`config.mk`:
```
export PLATFORM = sky130hd
export DESIGN_NAME = aescm_ctrl
export DESIGN_NICKNAME = d
export VERILOG_FILES = /design/src/rtl/aescm_pkg.sv /design/src/rtl/aescm_ctrl.sv
export SDC_FILE = /design/constraint.sdc
export NUM_CORES = 1
export LEC_CHECK = 0
export BUFFER_PORTS_ARGS = -buffer_cell sky130_fd_sc_hd__buf_2
export CORE_AREA = 2 2 39 41
export DETAILED_ROUTE_END_ITERATION = 8
export DIE_AREA = 0 0 41 43
export HOLD_SLACK_MARGIN = 0.08
export PLACE_DENSITY = 0.69
export SYNTH_ARGS = -nofsm -noshare
export SYNTH_HDL_FRONTEND = slang
export SYNTH_SLANG_ARGS = --single-unit
```
`constraint.sdc`:
```
create_clock -name i_clk -period 1.6 [get_ports i_clk]
set_clock_uncertainty 0.2 [all_clocks]
set_input_delay 0.08 -clock i_clk [delete_from_list [all_inputs] [get_ports i_clk]]
set_output_delay 0.08 -clock i_clk [all_outputs]
set_load 0.05 [all_outputs]
```
`src/rtl/aescm_pkg.sv`:
```
// ----------------------------------------------------------------------------
// AES-128 CMAC package
// Shared payload types, control structs and AES helper functions.
// ----------------------------------------------------------------------------
`timescale 1ns / 1ps

package aescm_pkg;

    localparam int unsigned ROUNDS     = 10;
    localparam int unsigned RK_WORDS   = 22;
    localparam int unsigned RK_AW      = 5;
    localparam int unsigned ROUND_W    = 4;
    localparam int unsigned VBYTES_W   = 5;
    localparam int unsigned BLOCK_BYTES = 16;

    localparam logic [7:0] PAD_BYTE  = 8'h80;
    localparam logic [7:0] DBL_POLY  = 8'h87;

    // Configuration register byte addresses
    localparam logic [3:0] ADDR_KEY_UPPER = 4'h0;
    localparam logic [3:0] ADDR_KEY_LOWER = 4'h8;

    typedef struct packed {
        logic [63:0]         block_upper;
        logic [63:0]         block_lower;
        logic [VBYTES_W-1:0] valid_bytes;
        logic                final_block;
    } t_in_word;

    typedef struct packed {
        logic [63:0] tag_upper;
        logic [63:0] tag_lower;
    } t_out_word;

    // Controller to datapath
    typedef struct packed {
        logic                 key_load;   // load round key 0 from key regs
        logic                 key_step;   // compute next round key
        logic                 load_zero;  // state <= rk0 (zero block)
        logic                 load_msg;   // state <= prepared message ^ chain ^ rk0
        logic                 round;      // one AES round
        logic [ROUND_W-1:0]   round_idx;  // 1..10
        logic                 save_sub;   // derive subkeys from state
        logic                 save_chain; // chain <= state
        logic                 clr_chain;  // chain <= 0
        logic                 save_tag;   // output reg <= state
    } t_dp_cmd;

    function automatic logic [7:0] sbox(input logic [7:0] x);
        logic [7:0] t [0:255];
        t = '{
        8'h63,8'h7c,8'h77,8'h7b,8'hf2,8'h6b,8'h6f,8'hc5,8'h30,8'h01,8'h67,8'h2b,8'hfe,8'hd7,8'hab,8'h76,
        8'hca,8'h82,8'hc9,8'h7d,8'hfa,8'h59,8'h47,8'hf0,8'had,8'hd4,8'ha2,8'haf,8'h9c,8'ha4,8'h72,8'hc0,
        8'hb7,8'hfd,8'h93,8'h26,8'h36,8'h3f,8'hf7,8'hcc,8'h34,8'ha5,8'he5,8'hf1,8'h71,8'hd8,8'h31,8'h15,
        8'h04,8'hc7,8'h23,8'hc3,8'h18,8'h96,8'h05,8'h9a,8'h07,8'h12,8'h80,8'he2,8'heb,8'h27,8'hb2,8'h75,
        8'h09,8'h83,8'h2c,8'h1a,8'h1b,8'h6e,8'h5a,8'ha0,8'h52,8'h3b,8'hd6,8'hb3,8'h29,8'he3,8'h2f,8'h84,
        8'h53,8'hd1,8'h00,8'hed,8'h20,8'hfc,8'hb1,8'h5b,8'h6a,8'hcb,8'hbe,8'h39,8'h4a,8'h4c,8'h58,8'hcf,
        8'hd0,8'hef,8'haa,8'hfb,8'h43,8'h4d,8'h33,8'h85,8'h45,8'hf9,8'h02,8'h7f,8'h50,8'h3c,8'h9f,8'ha8,
        8'h51,8'ha3,8'h40,8'h8f,8'h92,8'h9d,8'h38,8'hf5,8'hbc,8'hb6,8'hda,8'h21,8'h10,8'hff,8'hf3,8'hd2,
        8'hcd,8'h0c,8'h13,8'hec,8'h5f,8'h97,8'h44,8'h17,8'hc4,8'ha7,8'h7e,8'h3d,8'h64,8'h5d,8'h19,8'h73,
        8'h60,8'h81,8'h4f,8'hdc,8'h22,8'h2a,8'h90,8'h88,8'h46,8'hee,8'hb8,8'h14,8'hde,8'h5e,8'h0b,8'hdb,
        8'he0,8'h32,8'h3a,8'h0a,8'h49,8'h06,8'h24,8'h5c,8'hc2,8'hd3,8'hac,8'h62,8'h91,8'h95,8'he4,8'h79,
        8'he7,8'hc8,8'h37,8'h6d,8'h8d,8'hd5,8'h4e,8'ha9,8'h6c,8'h56,8'hf4,8'hea,8'h65,8'h7a,8'hae,8'h08,
        8'hba,8'h78,8'h25,8'h2e,8'h1c,8'ha6,8'hb4,8'hc6,8'he8,8'hdd,8'h74,8'h1f,8'h4b,8'hbd,8'h8b,8'h8a,
        8'h70,8'h3e,8'hb5,8'h66,8'h48,8'h03,8'hf6,8'h0e,8'h61,8'h35,8'h57,8'hb9,8'h86,8'hc1,8'h1d,8'h9e,
        8'he1,8'hf8,8'h98,8'h11,8'h69,8'hd9,8'h8e,8'h94,8'h9b,8'h1e,8'h87,8'he9,8'hce,8'h55,8'h28,8'hdf,
        8'h8c,8'ha1,8'h89,8'h0d,8'hbf,8'he6,8'h42,8'h68,8'h41,8'h99,8'h2d,8'h0f,8'hb0,8'h54,8'hbb,8'h16};
        return t[x];
    endfunction

    function automatic logic [7:0] rcon(input logic [ROUND_W-1:0] r);
        logic [7:0] v;
        case (r)
            4'd1:    v = 8'h01;
            4'd2:    v = 8'h02;
            4'd3:    v = 8'h04;
            4'd4:    v = 8'h08;
            4'd5:    v = 8'h10;
            4'd6:    v = 8'h20;
            4'd7:    v = 8'h40;
            4'd8:    v = 8'h80;
            4'd9:    v = 8'h1b;
            4'd10:   v = 8'h36;
            default: v = 8'h00;
        endcase
        return v;
    endfunction

    function automatic logic [7:0] xtime(input logic [7:0] x);
        return {x[6:0], 1'b0} ^ (x[7] ? 8'h1b : 8'h00);
    endfunction

    // 128-bit doubling in GF(2^128)
    function automatic logic [127:0] dbl(input logic [127:0] x);
        return {x[126:0], 1'b0} ^ {120'd0, (x[127] ? DBL_POLY : 8'h00)};
    endfunction

    // Byte i of a 128-bit block, byte 0 most significant
    function automatic logic [7:0] byte_of(input logic [127:0] s, input int i);
        return s[127-8*i -: 8];
    endfunction

endpackage

```
`src/rtl/aescm_ctrl.sv`:
```
// ----------------------------------------------------------------------------
// AES-128 CMAC controller
// Sequences subkey preparation, block encryption and result handoff.
// ----------------------------------------------------------------------------
`timescale 1ns / 1ps

module aescm_ctrl (
    input  logic                i_clk,
    input  logic                i_rst_n,
    input  logic                i_in_valid,
    output logic                o_in_ready,
    input  logic                i_final,
    input  logic                i_key_write,
    input  logic                i_out_busy,   // output register holds a word
    output aescm_pkg::t_dp_cmd  o_cmd
);

    localparam logic [2:0] S_IDLE  = 3'd0;
    localparam logic [2:0] S_KEY   = 3'd1;  // expand key and encrypt zero block
    localparam logic [2:0] S_SUB   = 3'd2;
    localparam logic [2:0] S_LOAD  = 3'd3;
    localparam logic [2:0] S_ENC   = 3'd4;
    localparam logic [2:0] S_DONE  = 3'd5;

    logic [2:0]                      r_state, n_state;
    logic [aescm_pkg::ROUND_W-1:0]   r_round, n_round;
    logic                            r_ready, n_ready;  // subkeys valid
    logic                            r_final, n_final;

    always_comb begin
        n_state = r_state;
        n_round = r_round;
        n_ready = r_ready;
        n_final = r_final;
        o_cmd   = '0;
        o_cmd.round_idx = r_round;
        o_in_ready = 1'b0;
        unique case (r_state)
            S_IDLE: begin
                o_in_ready = 1'b1;
                if (i_in_valid) begin
                    n_final = i_final;
                    if (r_ready) begin
                        n_state = S_LOAD;
                    end else begin
                        o_cmd.key_load  = 1'b1;
                        o_cmd.load_zero = 1'b1;
                        n_round = 4'd1;
                        n_state = S_KEY;
                    end
                end
            end
            S_KEY: begin
                o_cmd.round    = 1'b1;
                o_cmd.key_step = 1'b1;
                n_round = r_round + 4'd1;
                if (r_round == 4'(aescm_pkg::ROUNDS)) begin
                    n_state = S_SUB;
                end
            end
            S_SUB: begin
                o_cmd.save_sub = 1'b1;
                n_ready = 1'b1;
                n_state = S_LOAD;
            end
            S_LOAD: begin
                o_cmd.load_msg = 1'b1;
                n_round = 4'd1;
                n_state = S_ENC;
            end
            S_ENC: begin
                o_cmd.round = 1'b1;
                n_round = r_round + 4'd1;
                if (r_round == 4'(aescm_pkg::ROUNDS)) begin
                    n_state = S_DONE;
                end
            end
            S_DONE: begin
                if (!r_final) begin
                    o_cmd.save_chain = 1'b1;
                    n_state = S_IDLE;
                end else if (!i_out_busy) begin
                    o_cmd.save_tag  = 1'b1;
                    o_cmd.clr_chain = 1'b1;
                    n_state = S_IDLE;
                end
            end
            default: n_state = S_IDLE;
        endcase
        if (i_key_write) begin
            n_ready = 1'b0;
            o_cmd.clr_chain = 1'b1;
        end
    end

    always_ff @(posedge i_clk) begin
        if (!i_rst_n) begin
            r_state <= S_IDLE;
            r_round <= '0;
            r_ready <= 1'b0;
            r_final <= 1'b0;
        end else begin
            r_state <= n_state;
            r_round <= n_round;
            r_ready <= n_ready;
            r_final <= n_final;
        end
    end

endmodule

```
==> results of run 1 <==
[critical path, cell delays in order (launching register included)]
cell	delay, ns
dfxtp_4	0.39
buf_4	0.15
xor2_2	0.17
and2_1	0.16
buf_4	0.18
[how the worst max path moves through the flow]
stage / start / endpoint / cells past startpoint / slack (ns)
5_1_grt: r_state[0]$_SDFFE_PN0P_ / o_cmd[1] / 5 / -0.05
3_5_place_dp: r_round[0]$_SDFFE_PN0P_ / r_state[0]$_SDFFE_PN0P_ / 6 / 0.13
6_report: r_state[2]$_SDFFE_PN0P_ / o_cmd[8] / 4 / -0.003
4_1_cts: r_state[0]$_SDFFE_PN0P_ / o_cmd[0] / 4 / 0.001
2_1_floorplan: r_state[0]$_SDFFE_PN0P_ / r_final$_SDFFE_PN0P_ / 5 / -0.20
3_3_place_gp: r_round[0]$_SDFFE_PN0P_ / r_state[0]$_SDFFE_PN0P_ / 6 / 0.13
[power breakdown]
group	switching, mW	internal [mW]	total (mW)	leakage [nW]
logic	0.107	0.0625	0.169	0.329
clock network	0.0904	0.0966	0.187	0.0150
registers	0.00899	0.231	0.240	0.0755
[cells by family after synthesis]
logic type,Yosys count,share of synthesized area
XOR/XNOR,2,0.0415
AO/OA/AOI/OAI,18,0.216
flip-flops,9,0.299
AND/OR/NAND/NOR,31,0.299
multiplexers,1,0.0166
adder cells (fa/ha/maj),2,0.0415
buffers and inverters,8,0.0871
[stage by stage]
stage               hold WS [ns]  std cells
CTS                       0.0898        118
floorplan                -0.0407         71
detailed placement        0.0708        108
global placement          0.0623        108
finish                    0.0925        118
global route               0.133        118
[registers in the layout, indices dropped and copies added, names as in the netlist]
name     count
r_ready      1
r_round      4
r_state      3
r_final      1
[repair_timing]
action / in CTS / in global routing
setup endpoints to repair: 7 / 7
pin swaps: 1 / 2
hold buffers: 4 / 0
hold endpoints to repair: 8 / 0
gates resized for setup: 10 / 8
buffers inserted: 2 / 0
[placed cells by master, fill, tap and decap left out, types with 2 or more instances in the layout]
cell / instances
inv_1: 4
nand3_1: 2
dfxtp_1: 4
a21oi_1: 6
clkbuf_4: 3
buf_4: 12
nand2_1: 4
nor2_1: 7
dlygate4sd3_1: 4
o2bb2ai_1: 2
nand2b_1: 3
dfxtp_2: 4
buf_6: 2
and2_1: 2
ha_1: 2
o21ai_0: 2
a221oi_2: 2
buf_2: 12
nor3_1: 4
[layer usage]
layer | vias up | wire [um]
met5 | - | 0
met4 | 0 | 37
met3 | 4 | 90
met2 | 23 | 827
met1 | 307 | 719
li1 | 311 | -
[layout make-up]
cell class | instances | area (sq um)
fill | 115 | 500
multi-input combinational | 54 | 405
inverter | 4 | 15.0
timing repair buffer | 31 | 228
clock buffer | 4 | 26.3
sequential | 9 | 189
tap | 16 | 20.0
==> flow_summary.ini, run 1 <==
[run_status]
run_status = complete, but fails checks
violations = negative setup slack

[sta]
worstMarginPinSlew_ns = 0.321
final.setup.worst_slack_ns = -0.00255
finalMaxSlewViolations = 0
timing.final.crit_share = 1.00
slew-limit-headroom = 0.786
min_period_ns = 1.60
maxClockFrequency_ghz = 0.624
setup_viol = 2
rsz0062_at_grt = true
hold_viol = 0
finalSetupTns_ns = -0.00313

[worst_hold_path]
whs_path_depth = 5
hp-start = i_out_busy
hold_path_end = r_state[2]$_SDFFE_PN0P_
min-delay-path-class = in -> reg

[floorplan]
die_w_um = 41
initial_core_util = 0.436
boundaryPins = 20
die_height_um = 43
core.rowCount = 14
dieArea_sq_mm = 0.00176
core_area_sq_mm = 0.00138

[setup_path]
r2r-end = r_state[0]$_SDFFE_PN0P_
cp-start-kind = flip-flop
critPathKind = reg -> out
cp.arrival_ns = 1.32
cp_max_fo = 7
worstSetupEndpointType = primary output
reg2reg_depth = 6
worstReg2RegStart = r_round[0]$_SDFFE_PN0P_
required_ns = 1.32
reg2reg_slack_ns = 0.09

[routing]
routed_via_density = 5.47
wl_per_cell_um = 14.2
drc = 0
ant_nets = 0
drt_first_pass_iters = 4
drt_wl_total_um = 1670
drtIter0Drc = 14
vias = 645

[cts]
clock_sinks = 9
htreeDepth = 1
cts_buffers = 3
cts-root-buf = clkbuf_4
clk_latency_ns = 0.27
cts_buffer_depth = 2
path_clk_slew_ns = 0.07
cts_tree = built

[job]
drv_cap = 0

[placed_design]
dpl_worst_slack_ns = 0.127
gp_congestion = 0.821
io_buffers = 19
dp_hpwl_um = 1050
placed_cell_area_sq_um = 752

[cells_and_area]
drive_above_1_share = 0.451
design_area_sq_um = 883
num-nets-final = 111
area_growth_pct = 46.5
post-route-util = 0.638
antenna_cells = 0

[synth]
syn-cell-area_sq_um = 603
yosysWarnings = 0
yosys-top-cells-count = dfxtp_1 (9), nor2_1 (7), a21oi_1 (6)
syn_inst = 71
post-synth-top-area-fraction = 0.299
yosys-top-cells-area = dfxtp_1 (30%), a21oi_1 (5.0%), a221oi_2 (5.0%)
ys_seq_area_frac = 0.299
yosys.area.top_type = dfxtp_1
ys_async_sr_fraction = 0
synth_seq_cells = 9
syn_avg_cell_area_sq_um = 8.49
synth_top_flop_cell = dfxtp_1
syn_nets = 79
yosysMostFrequentCell = dfxtp_1
synth_enable_flop_cells = 0
synth_cell_types = 32

[global_routing]
groute.usage.overall = 0.212
grt_overflow = 0
use_met3 = 0.0471
grtUsageMet2 = 0.313
grt_max_degree = 13
antenna_found_initial = 0
grt_pass1_wl_um = 2480
grt_pass1_vias = 558
use_met1 = 0.272
top_usage_layer = met2

[pwr]
ir_drop_mv = 0.423
total_power_mw = 0.597
power.density_mw_per_mm2 = 676
p_leak_nw = 0.420
(Power assumes the default switching activity.)
==> inputs of run 2 (changes only) <==
--- a/config.mk
+++ b/config.mk
@@ -8,7 +8,6 @@
 export BUFFER_PORTS_ARGS = -buffer_cell sky130_fd_sc_hd__buf_2
-export CORE_AREA = 2 2 39 41
+export CORE_UTILIZATION = 43
 export DETAILED_ROUTE_END_ITERATION = 8
-export DIE_AREA = 0 0 41 43
 export HOLD_SLACK_MARGIN = 0.08
-export PLACE_DENSITY = 0.69
+export PLACE_DENSITY = 0.68
 export SYNTH_ARGS = -nofsm -noshare
==> constraint.sdc (replaced) <==
create_clock -name i_clk -period 1.37 [get_ports i_clk]
set_clock_uncertainty 0.2 [all_clocks]
set_input_delay 0 -clock i_clk [delete_from_list [all_inputs] [get_ports i_clk]]
set_output_delay 0 -clock i_clk [all_outputs]
set_load 0.05 [all_outputs]
==> run 2 against run 1 <==
The run still ends with negative setup slack left. Power rose by 24%. Global-route usage grew 3.9 points. Critical endpoint is now o_cmd[1]. Clock power rose by 25%. Via count is 2.9% higher. Utilization grew 17 points.
==> flow_summary.ini, run 2 (synthesis results as in run 1) <==
[run_status]
run_status = complete, but fails checks
violations = negative setup slack

[cells_and_area]
design_area_sq_mm = 0.00105
final_cell_mix = buf_4 (15), buf_2 (9)
regMostFlops = r_round
drive_above_1_share = 0.615
largest_register_ffs = 4
antenna_cells = 0
reg.largest.list = r_round: 4 flops, r_state: 3 flops
post-route-util = 0.810
num-nets-final = 118
final_common_cell = buf_4
area_growth_pct = 74.7

[cts]
cts_buffer_depth = 2
cts_tree = built
path_clk_slew_ns = 0.08
cts-root-buf = clkbuf_4
htreeDepth = 1
clock_sinks = 9
clk_latency_ns = 0.28
cts_buffers = 3

[routing]
drt_first_pass_iters = 4
ant_nets = 0
vias = 664
drt_wl_total_um = 1830
drtIter0Drc = 12
drc = 0
wl_per_cell_um = 14.8
routed_via_density = 5.35

[global_routing]
grt_pass1_vias = 571
grt_overflow = 0
grt_pass1_wl_um = 2530
grt_max_degree = 10
antenna_found_initial = 0
groute.usage.overall = 0.251

[placed_design]
dp_hpwl_um = 1090
io_buffers = 19
placed_cell_area_sq_um = 802
gp_congestion = 0.869
dpl_worst_slack_ns = -0.0616

[job]
drv_cap = 0

[pwr]
total_power_mw = 0.738
ir_drop_mv = 0.687
power.density_mw_per_mm2 = 701
p_leak_nw = 0.476

[setup_path]
slowest_delay_ns = 0.38
crit_chain = nor2b_4, nand2_4, nor3b_4, or2_4, buf_8
required_ns = 1.17
cp-start-kind = flip-flop
critical_path_buf_inv_count = 1
critPathKind = reg -> out
cp.arrival_ns = 1.38
slowest_stage = dfxtp_4
crit_family = simple AND/OR/NAND/NOR gates
worstSetupEndpointType = primary output
cp_max_fo = 5

[floorplan]
dieArea_sq_mm = 0.00156
core.rowCount = 13
core_area_sq_mm = 0.00130
initial_core_util = 0.463
die_height_um = 39.5
die_w_um = 39.5
boundaryPins = 20

[sta]
whs_ns = 0.0609
slew-limit-headroom = 0.769
final.setup.worst_slack_ns = -0.207
min_period_ns = 1.58
rsz0062_at_grt = true
timing.final.crit_share = 1.15
setup_viol = 15
maxClockFrequency_ghz = 0.634
worstMarginPinSlew_ns = 0.347
finalMaxSlewViolations = 0
hold_viol = 0

[worst_hold_path]
min-delay-path-class = in -> reg
run 2: what timing repair did:
action                                  4_1_cts  5_1_grt
gates resized for setup                      30        9
endpoints found under the hold margin         9        2
endpoints found under the setup margin       15       18
setup buffers                                 5        3
hold buffers                                  4        1
pin swaps                                     6        4
run 2: where the power goes:
group,total (mW),internal (mW),switching [mW]
Combinational,0.221,0.0918,0.129
Clock,0.234,0.108,0.125
Sequential,0.283,0.266,0.0174
run 2: worst paths after layout:
path                            from                       to  slack [ns]  cells past startpoint
max          r_state[0]$_SDFFE_PN0P_                 o_cmd[1]       -0.21                      5
max reg2reg  r_state[1]$_SDFFE_PN0P_  r_state[0]$_SDFFE_PN0P_       -0.12                      5
min reg2reg  r_round[3]$_SDFFE_PN0P_  r_round[3]$_SDFFE_PN0P_        0.30                      1
min                       i_in_valid  r_round[1]$_SDFFE_PN0P_        0.06                      5
run 2: routing by layer:
layer | vias up | routed length (um) | track usage
li1 | 329 | - | -
met1 | 301 | 867 | 0.341
met2 | 28 | 823 | 0.365
met3 | 6 | 79 | 0.0341
met4 | 0 | 60 | 0.155
met5 | - | 0 | 0
run 2: per-stage QoR:
stage | setup TNS, ns | instances
global placement | -0.118 | 108
CTS | -1.18 | 121
floorplan | -1.13 | 71
global route | -2.47 | 124
finish | -1.55 | 124
detailed placement | -0.210 | 108
run 2: area by class of cell:
| cell class | count | area, sq um |
|---|---|---|
| Sequential cell | 9 | 203 |
| Clock buffer | 3 | 22.5 |
| Inverter | 4 | 22.5 |
| Timing Repair Buffer | 38 | 324 |
| Multi-Input combinational cell | 54 | 458 |
| Tap cell | 15 | 18.8 |
| Fill cell | 71 | 248 |
| Clock inverter | 1 | 5.00 |
run 2: worst min-delay path: cells and delay by family:
family          cells  cell delay [ns]
compound gates      2             0.21
simple gates        2             0.15
buf+inv             1             0.14
